File: src/hdl/hsf_pkg.sv
`timescale 1ns / 1ps

package hsf_pkg;

  localparam int MAX_OBJECTS = 16;
  localparam int CNT_W       = 6;
  localparam int ID_W        = 16;
  localparam int DIST_W      = 32;
  localparam int TYPE_W      = 2;
  localparam int OCNT_W      = 5;
  localparam int TDATA_W     = 72;

  localparam logic [TYPE_W-1:0] TYPE_ENTER  = 2'd0;
  localparam logic [TYPE_W-1:0] TYPE_EXIT   = 2'd1;
  localparam logic [TYPE_W-1:0] TYPE_HOLLOW = 2'd2;

  localparam logic signed [CNT_W-1:0] CNT_MAX = 6'sd31;
  localparam logic signed [CNT_W-1:0] CNT_MIN = -6'sd32;

  typedef enum logic [1:0] {
    OP_MERGE,
    OP_UNION,
    OP_INTERSECT,
    OP_DIFFERENCE
  } op_t;

  typedef enum logic [1:0] {
    REG_OPERATION,
    REG_OBJECT_COUNT,
    REG_PRIMARY_ID,
    REG_GROUP_ID
  } reg_idx_t;

  typedef struct packed {
    op_t               operation;
    logic [OCNT_W-1:0] object_count;
    logic [ID_W-1:0]   primary_id;
    logic [ID_W-1:0]   group_id;
  } cfg_t;

  typedef struct packed {
    logic [ID_W-1:0]   object_id;
    logic [ID_W-1:0]   child_id;
    logic [TYPE_W-1:0] hit_type;
    logic [DIST_W-1:0] distance;
    logic              first;
    logic              last;
  } hit_t;

  typedef struct packed {
    logic              keep;
    logic [ID_W-1:0]   owner_id;
    logic [ID_W-1:0]   primitive_id;
    logic [TYPE_W-1:0] out_type;
  } hit_res_t;

endpackage

File: src/hdl/hsf_classify.sv
`timescale 1ns / 1ps

module hsf_classify
  import hsf_pkg::*;
(
  input  logic     clk,
  input  logic     rst,
  input  logic     en,
  input  cfg_t     cfg,
  input  hit_t     hit,
  output hit_res_t res
);

  logic signed [CNT_W-1:0] inside_count;
  logic                    inside_primary;
  logic signed [CNT_W-1:0] inside_count_next;
  logic                    inside_primary_next;

  logic signed [CNT_W-1:0] cnt;
  logic                    prim;
  logic signed [CNT_W-1:0] cnt_up;
  logic signed [CNT_W-1:0] cnt_dn;
  logic                    is_enter;
  logic                    is_exit;
  logic [OCNT_W-1:0]       n_eff;
  logic signed [CNT_W:0]   cnt_x;
  logic signed [CNT_W:0]   up_x;
  logic signed [CNT_W:0]   n_x;
  logic signed [CNT_W:0]   n_m1_x;
  logic                    keep;
  logic [TYPE_W-1:0]       otype;

  // first hit of a list starts from a clean state
  assign cnt      = hit.first ? '0 : inside_count;
  assign prim     = hit.first ? 1'b0 : inside_primary;
  assign cnt_up   = (cnt == CNT_MAX) ? cnt : cnt + 6'sd1;
  assign cnt_dn   = (cnt == CNT_MIN) ? cnt : cnt - 6'sd1;
  assign is_enter = (hit.hit_type == TYPE_ENTER);
  assign is_exit  = (hit.hit_type == TYPE_EXIT);

  always_comb begin
    if (cfg.object_count == '0) begin
      n_eff = OCNT_W'(1);
    end else if (cfg.object_count > OCNT_W'(MAX_OBJECTS)) begin
      n_eff = OCNT_W'(MAX_OBJECTS);
    end else begin
      n_eff = cfg.object_count;
    end
  end

  assign cnt_x  = {cnt[CNT_W-1], cnt};
  assign up_x   = {cnt_up[CNT_W-1], cnt_up};
  assign n_x    = $signed({{(CNT_W+1-OCNT_W){1'b0}}, n_eff});
  assign n_m1_x = n_x - 7'sd1;

  always_comb begin
    inside_count_next   = cnt;
    inside_primary_next = prim;
    keep                = 1'b0;
    otype               = hit.hit_type;
    case (cfg.operation)
      OP_MERGE: begin
        keep = 1'b1;
      end
      OP_UNION: begin
        if (is_enter) begin
          inside_count_next = cnt_up;
        end else if (is_exit) begin
          inside_count_next = cnt_dn;
        end
        keep = (inside_count_next <= 6'sd0) || (is_enter && cnt == 6'sd0);
      end
      OP_INTERSECT: begin
        if (is_enter) begin
          inside_count_next = cnt_up;
          keep              = up_x >= n_x;
        end else if (is_exit) begin
          inside_count_next = cnt_dn;
          keep              = cnt_x >= n_x;
        end else begin
          keep = cnt_x >= n_m1_x;
        end
      end
      OP_DIFFERENCE: begin
        if (hit.object_id == cfg.primary_id) begin
          inside_primary_next = is_enter;
          keep                = cnt <= 6'sd0;
        end else if (is_enter) begin
          inside_count_next = cnt_up;
          otype             = TYPE_EXIT;
          keep              = prim && (cnt_up == 6'sd1);
        end else if (is_exit) begin
          inside_count_next = cnt_dn;
          otype             = TYPE_ENTER;
          keep              = prim && (cnt_dn == 6'sd0);
        end
      end
      default: begin
        keep = 1'b0;
      end
    endcase
  end

  always_ff @(posedge clk) begin
    if (rst) begin
      inside_count   <= '0;
      inside_primary <= 1'b0;
    end else if (en) begin
      inside_count   <= inside_count_next;
      inside_primary <= inside_primary_next;
    end
  end

  assign res.keep         = keep;
  assign res.owner_id     = keep ? cfg.group_id : hit.object_id;
  assign res.primitive_id = (hit.child_id == '0) ? hit.object_id : hit.child_id;
  assign res.out_type     = otype;

endmodule

File: src/hdl/hsf_cfg_regs.sv
`timescale 1ns / 1ps

module hsf_cfg_regs
  import hsf_pkg::*;
(
  input  logic            clk,
  input  logic            rst,
  input  logic            we,
  input  logic [1:0]      index,
  input  logic [ID_W-1:0] data,
  output cfg_t            cfg
);

  reg_idx_t idx;

  assign idx = reg_idx_t'(index);

  always_ff @(posedge clk) begin
    if (rst) begin
      cfg.operation    <= OP_MERGE;
      cfg.object_count <= OCNT_W'(2);
      cfg.primary_id   <= ID_W'(1);
      cfg.group_id     <= ID_W'(1);
    end else if (we) begin
      unique case (idx)
        REG_OPERATION:    cfg.operation    <= op_t'(data[1:0]);
        REG_OBJECT_COUNT: cfg.object_count <= data[OCNT_W-1:0];
        REG_PRIMARY_ID:   cfg.primary_id   <= data;
        REG_GROUP_ID:     cfg.group_id     <= data;
        default: ;
      endcase
    end
  end

endmodule

File: src/hdl/csg_hit_span_filter_top.sv
`timescale 1ns / 1ps

// CSG hit span filter: classifies the distance-sorted hits of one CSG node.
// Input stream (s_*): one hit per transfer; s_tuser carries the first-of-list
// flag, s_tlast the last-of-list flag. Output stream (m_*): one result per
// hit, in order; m_tuser carries the keep flag, m_tlast copies the input last.
// Config port: cfg_we writes cfg_data into register cfg_index (0 operation,
// 1 object_count, 2 primary_id, 3 group_id); write only while the block is
// idle.
// Path: an accepted hit enters the input register, then passes the classify
// logic into the output register, where it shows on m_tvalid.
// Throughput: one hit per cycle when not stalled; the inside count and
// primary flag update in the same cycle the hit moves to the output register.
// Reset (rst, synchronous): registers return to merge / 2 / 1 / 1, the inside
// state clears, both pipeline stages empty.
// Stall: when m_tready is low the output register holds; the input register
// still takes one more hit, then s_tready drops until the output moves.

module csg_hit_span_filter_top
  import hsf_pkg::*;
(
  input  logic               clk,
  input  logic               rst,
  // object_id[15:0], child_id[31:16], hit_type[33:32], distance[65:34]
  input  logic [TDATA_W-1:0] s_tdata,
  // first
  input  logic               s_tuser,
  input  logic               s_tlast,
  input  logic               s_tvalid,
  output logic               s_tready,
  // owner_id[15:0], primitive_id[31:16], out_type[33:32], out_distance[65:34]
  output logic [TDATA_W-1:0] m_tdata,
  // keep
  output logic               m_tuser,
  output logic               m_tlast,
  output logic               m_tvalid,
  input  logic               m_tready,
  input  logic               cfg_we,
  input  logic [1:0]         cfg_index,
  input  logic [ID_W-1:0]    cfg_data
);

  cfg_t     cfg;
  hit_t     hit;
  logic     hit_valid;
  hit_res_t res;
  logic     advance;

  logic [DIST_W-1:0] out_distance;
  hit_res_t          out_res;

  hsf_cfg_regs u_cfg (
    .clk   (clk),
    .rst   (rst),
    .we    (cfg_we),
    .index (cfg_index),
    .data  (cfg_data),
    .cfg   (cfg)
  );

  assign advance  = hit_valid && (!m_tvalid || m_tready);
  assign s_tready = !hit_valid || advance;

  always_ff @(posedge clk) begin
    if (rst) begin
      hit_valid <= 1'b0;
    end else if (s_tready) begin
      hit_valid <= s_tvalid;
    end
  end

  always_ff @(posedge clk) begin
    if (s_tready && s_tvalid) begin
      hit.object_id <= s_tdata[15:0];
      hit.child_id  <= s_tdata[31:16];
      hit.hit_type  <= s_tdata[33:32];
      hit.distance  <= s_tdata[65:34];
      hit.first     <= s_tuser;
      hit.last      <= s_tlast;
    end
  end

  hsf_classify u_classify (
    .clk (clk),
    .rst (rst),
    .en  (advance),
    .cfg (cfg),
    .hit (hit),
    .res (res)
  );

  always_ff @(posedge clk) begin
    if (rst) begin
      m_tvalid <= 1'b0;
    end else if (!m_tvalid || m_tready) begin
      m_tvalid <= hit_valid;
    end
  end

  always_ff @(posedge clk) begin
    if (advance) begin
      out_res      <= res;
      out_distance <= hit.distance;
      m_tlast      <= hit.last;
    end
  end

  assign m_tuser = out_res.keep;
  assign m_tdata = {6'd0, out_distance, out_res.out_type, out_res.primitive_id,
                    out_res.owner_id};

endmodule

File: config.mk
export PLATFORM = sky130hd
export DESIGN_NAME = csg_hit_span_filter_top
export DESIGN_NICKNAME = d
export VERILOG_FILES = /design/src/hdl/hsf_pkg.sv /design/src/hdl/hsf_classify.sv /design/src/hdl/hsf_cfg_regs.sv /design/src/hdl/csg_hit_span_filter_top.sv
export SDC_FILE = /design/constraint.sdc
export NUM_CORES = 1
export LEC_CHECK = 0
export BUFFER_PORTS_ARGS = -buffer_cell sky130_fd_sc_hd__buf_2
export CAP_MARGIN = 40
export CORE_MARGIN = 5
export CORE_UTILIZATION = 40
export CTS_CLUSTER_DIAMETER = 40
export DETAILED_ROUTE_END_ITERATION = 10
export SKIP_CTS_REPAIR_TIMING = 1
export SLEW_MARGIN = 20
export SYNTH_ARGS = -nofsm -noshare
export SYNTH_HDL_FRONTEND = slang
export SYNTH_HIERARCHICAL = 1
export SYNTH_SLANG_ARGS = --single-unit
File: constraint.sdc
create_clock -name clk -period 4.84 [get_ports clk]
set_input_delay 0.726 -clock clk [delete_from_list [all_inputs] [get_ports clk]]
set_output_delay 0.726 -clock clk [all_outputs]
set_load 0.005 [all_outputs]
; Word-level counts from Yosys, hierarchy flattened
; Index checks and enable logic that the tools add are counted.
; Widths: inputs -> output; s select.
[word_totals]
register_bits = 184
out_inout_bits = 76
wordCells = 86
[op_classes]
addsub = 3
n_lt_le_gt_ge = 6
eq_ne = 11
muxes = 25
reduce_logical = 21
[op_table]
columns = cell, count
row1 = $mux 6, 7
row2 = $mux 16, 2
row3 = $ge 6x6->1, 3
row4 = $pmux 6 s3, 1
row5 = $eq 16x16->1, 1
row6 = $logic_not 16->1, 1
row7 = $eq 6x6->1 const B, 2
row8 = $le 6x1->1 const B, 2
row9 = $logic_not 6->1, 2
row10 = $mux 5, 2
row11 = $eq 2x2->1 const B, 4
row12 = $mux 1, 8
row13 = $mux 2, 4
row14 = $reduce_and 2->1, 4
row15 = $add 6x2->6 const B, 1
row16 = $eq 2x1->1 const B, 3
row17 = $eq 6x2->1 const B, 1
row18 = $logic_not 2->1, 3
row19 = $sub 5x1->6 const B, 1
row20 = $sub 6x2->6 const B, 1
row21 = $gt 5x5->1 const B, 1
row22 = $logic_and 1x1->1, 5
row23 = $logic_not 5->1, 1
row24 = $pmux 1 s4, 1
row25 = other kinds (2), 5

; Longest topological paths before layout
[depth]
word_depth = 10
mapped_depth = 17

; By module
; The synthesis kept the hierarchy.
[modules_own_cells]
columns = module, n_inst, cells_per_inst, area_per_inst_um2, seq_area_each_um2
row1 = csg_hit_span_filter_top, 1, 153, 4236.6, 4124.0
row2 = hsf_classify, 1, 276, 2184.6, 140.1
row3 = hsf_cfg_regs, 1, 151, 1607.8, 780.7

; Worst setup path after synthesis
; Ideal clock, no wire load.
[synth_path]
path_type = flip-flop to flip-flop
start = register, netlist name hit[1]
end = register out_res (netlist bit m_tdata[10]), data pin
setup_ns = 0.260
t_arrival_ns = 3.652
t_required_ns = 4.580
path_slack_ns = 0.928
path_stages_with_launch = 18
period_less_slack_ns = 3.912
path_cell_list = edfxtp_1 -> buf_4 -> clkbuf_1 -> nand2b_1 -> inv_1 -> ha_1 -> nand3_2 -> nor3_1 -> xnor2_1 -> ha_1 -> nand2b_1 -> a211o_1 -> o2111ai_1 -> a21oi_1 -> o21ai_0 -> nand4_4 -> buf_12 -> mux2_4
[synth_rtl]
columns = item, line
row1 = "end signal, assigned", csg_hit_span_filter_top.sv:102  ; out_res <= res;
row2 = "end, declared", csg_hit_span_filter_top.sv:50  ; hit_res_t out_res;

==> metrics.md <==
| Metric | Value |
|---|---|
| Area taken by multi-input logic gates | `between 0.002 and 0.003 sq mm` |
| GRT Residual Overflow | `0` |
| Horizontal die dimension | `152 um` |
| Register bit count reported by yosys | `184` |
| Setup WS post-layout | `806 ps` |
| Period utilisation layout | `around 83%` |
| Worst slack at placement | `829 ps` |
| Total of fill cells in the finished design | `1,738` |
| Post-synthesis instance area | `0.00803 sq mm` |
| Final setup skew | `15.6 ps` |
| Number of distinct library cells after synthesis | `slightly below 80` |
| Die height | `152 um` |
| Source of the worst hold timing path | `hit[22]` |
| Worst reg2reg startpoint | `hit[1]` |
| Clock latency at the later pin of the worst-skew pair | `430 ps` |
| Number of H-tree levels | `4` |
| Number of buffers inserted by port buffering | `160` |
| All-layer global routing usage | `16.3%` |
| Post-detailed-route wirelength per cell | `18.2 um` |
| Drt drc | `0` |
| Arrival time reported for the critical path endpoint | `4220 ps` |
| Min Tclk post-route | `4030 ps` |
| Count of TritonRoute iterations in the first routing pass | `5` |
| Dominant register cell in the synthesized netlist | `edfxtp_1` |
| # Max-Cap Violations | `0` |
| Post-detail-place hpwl | `13,500 um` |
| Area of the core | `0.0196 sq mm` |
| Number of placement rows | `51` |
| Number of clock sinks seen by CTS | `184` |
| Setup Crit Path Kind | `reg2reg` |
| Maximum number of pins on one net before global-route repair | `59` |
| Via count of the first global-routing pass | `between 5k and 6k` |
| Die footprint | `0.0230 sq mm` |
| Post-route antenna net violation count | `0` |
| Data required time at the worst endpoint | `5020 ps` |
| Launching element type of the critical path | `register` |
| Initial Util | `41.0%` |
| Number of DRC markers in iteration 0 | `270` |
| Number of max-slew violations in the final report | `0` |
| Power Density | `354 mW/mm^2` |
| Register clock-pin slew on the reported worst setup and hold paths | `70 ps` |
| Outcome | `finished, final reports clean` |
| Setup TNS Final | `0 ps` |
| Slew @ Worst Pin | `737 ps` |
| Final nets | `roughly 870` |
| Average instance area after synthesis | `13.8 sq um` |
| WHS | `between 400 and 500 ps` |
| Number of vias after detailed routing | `5,072` |
| Clock tree from TritonCTS | `done` |
| Peak clock frequency supported by timing | `0.248 GHz` |
| Antenna violations before repair | `1` |
| Clock tree buffer depth | `2` |
| Critical path capture point type | `register` |
| Area delta synth->final | `20.8%` |
| Wire length of the first global-routing pass | `28,500 um` |
| Setup repair after global routing missed its margin | `false` |
| Tightest slew margin relative to the limit | `50.8%` |
| Ports placed on the boundary | `about 170` |
| Worst Hold Class | `reg2reg` |
| IR drop worst, VDD | `approximately 230 uV` |
| Number of buffers inserted during clock tree synthesis | `17` |
| Final GP Congestion | `0.836` |
| Sequential element share of the synthesized area | `a little over three fifths` |
| Largest fanout on the critical path | `17` |
| CP startpoint | `hit[1]` |
| Final Hold Vio Count | `0` |
| Area occupied by registers | `0.00504 sq mm` |
| Share of flip-flops with an asynchronous set or reset | `0%` |
| Number of warnings printed during yosys synthesis | `6` |
| Root Buffer | `clkbuf_16` |
| Post-synthesis cell count | `580` |
| Layout cells sized above 1 | `31.0%` |
| Routed WL | `18,600 um` |
| Via density | `4.95` |
| Lkg Pwr | `3.94 nW` |
| Number of flops mapped to enable cells by yosys | `136` |
| Setup-failing EPs final | `0` |
-- cells by family (layout without fill, tap and decap cells) --
logic type      count (synthesis)  in the layout  share of synthesized area [%]
simple gates                  159            159                           12.2
fa+ha+maj                      26             26                           4.05
mux                            58             58                           7.96
compound gates                 83             83                           7.57
flops                         184            184                           62.8
other cells                     2              9                         0.0935
xor+xnor                       20             20                           2.18
buf+inv                        48            220                           3.13
-- cell usage in the layout (no fill, tap or decap), types with 15 or more instances in the layout --
master,instances
ha_1,26
nand2_1,18
dfxtp_1,48
buf_2,160
edfxtp_1,136
clkbuf_16,17
inv_1,18
xnor2_1,19
mux2i_1,41
nand2b_1,61
nor2_1,25
a21o_1,18
a21oi_1,15
-- sequential cells by signal, indices dropped and copies added (netlist names), 6 cells and up --
register / count
u_classify/inside_count: 6
m_tdata: 34
hit: 68
out_distance: 32
u_cfg/cfg: 39
-- through the flow --
step / total power, W / instance area [sq um] / util [%] / instances
after floorplan: 0.00199 / 8050 / - / 585
after global placement: 0.00210 / 9040 / 46.2 / 986
after detailed placement: 0.00211 / 9100 / 46.4 / 989
after CTS: 0.00348 / 9680 / 49.4 / 1021
after global routing: 0.00358 / 9700 / 49.5 / 1023
final: 0.00343 / 9700 / 49.5 / 1024
-- per-layer routing --
| metal | part of all wire [%] | up-vias | wire length, um | track usage, % |
|---|---|---|---|---|
| met4 | 1.3 | 0 | 241 | 4.72 |
| met5 | 0 | - | 0 | 0 |
| met1 | 43 | 2437 | 8000 | 21.5 |
| met3 | 6.1 | 17 | 1130 | 4.37 |
| met2 | 50 | 159 | 9220 | 26.4 |
| li1 | - | 2459 | - | - |
-- synth_stat cells, types with 10 or more instances --
| cell | number | area (sq um) |
|---|---|---|
| edfxtp_1 | 136 | 4080 |
| nand2b_1 | 61 | 382 |
| dfxtp_1 | 48 | 961 |
| mux2i_1 | 41 | 410 |
| ha_1 | 26 | 325 |
| nor2_1 | 25 | 93.8 |
| xnor2_1 | 19 | 166 |
| a21o_1 | 18 | 135 |
| inv_1 | 18 | 67.6 |
| nand2_1 | 18 | 67.6 |
| a21oi_1 | 15 | 75.1 |
| clkbuf_1 | 13 | 48.8 |
| mux2_4 | 10 | 150 |
| o21ai_0 | 10 | 50.1 |
-- worst paths after layout --
| check | to | slack, ps | cells after the start |
|---|---|---|---|
| min reg2reg | out_distance[20] | 420 | 0 |
| min | out_distance[20] | 420 | 0 |
| max reg2reg | m_tdata[8] | 810 | 15 |
| max | m_tdata[8] | 810 | 15 |
-- where the power goes --
part	total (W)	switching, W	internal, W
Sequential	0.00182	0.0000370	0.00178
Clock	0.00136	0.000626	0.000730
Combinational	0.000259	0.000136	0.000123
-- area by class of cell --
type / instances / area share (%)
flip-flops and latches: 184 / 52.0
repair buffers: 170 / 9.44
multi-input cells: 353 / 28.4
inverters: 18 / 0.697
clock inverters: 15 / 1.63
diodes: 2 / 0.0516
clock buffers: 17 / 4.39
well taps: 265 / 3.42
-- worst max-delay path, stage by stage (launching register included) --
cell       delay [ps]
edfxtp_1          530
nand2b_1          220
inv_1             160
ha_1              360
nand3_2           150
nor3_1            320
xnor2_1           180
ha_1              250
nand2b_1          140
a211o_1           290
o2111ai_1         110
a21oi_1            90
o21ai_0           300
nand4_4           120
buf_4             260
mux2_4            330
Note: power is estimated with default switching activity, not from simulation.
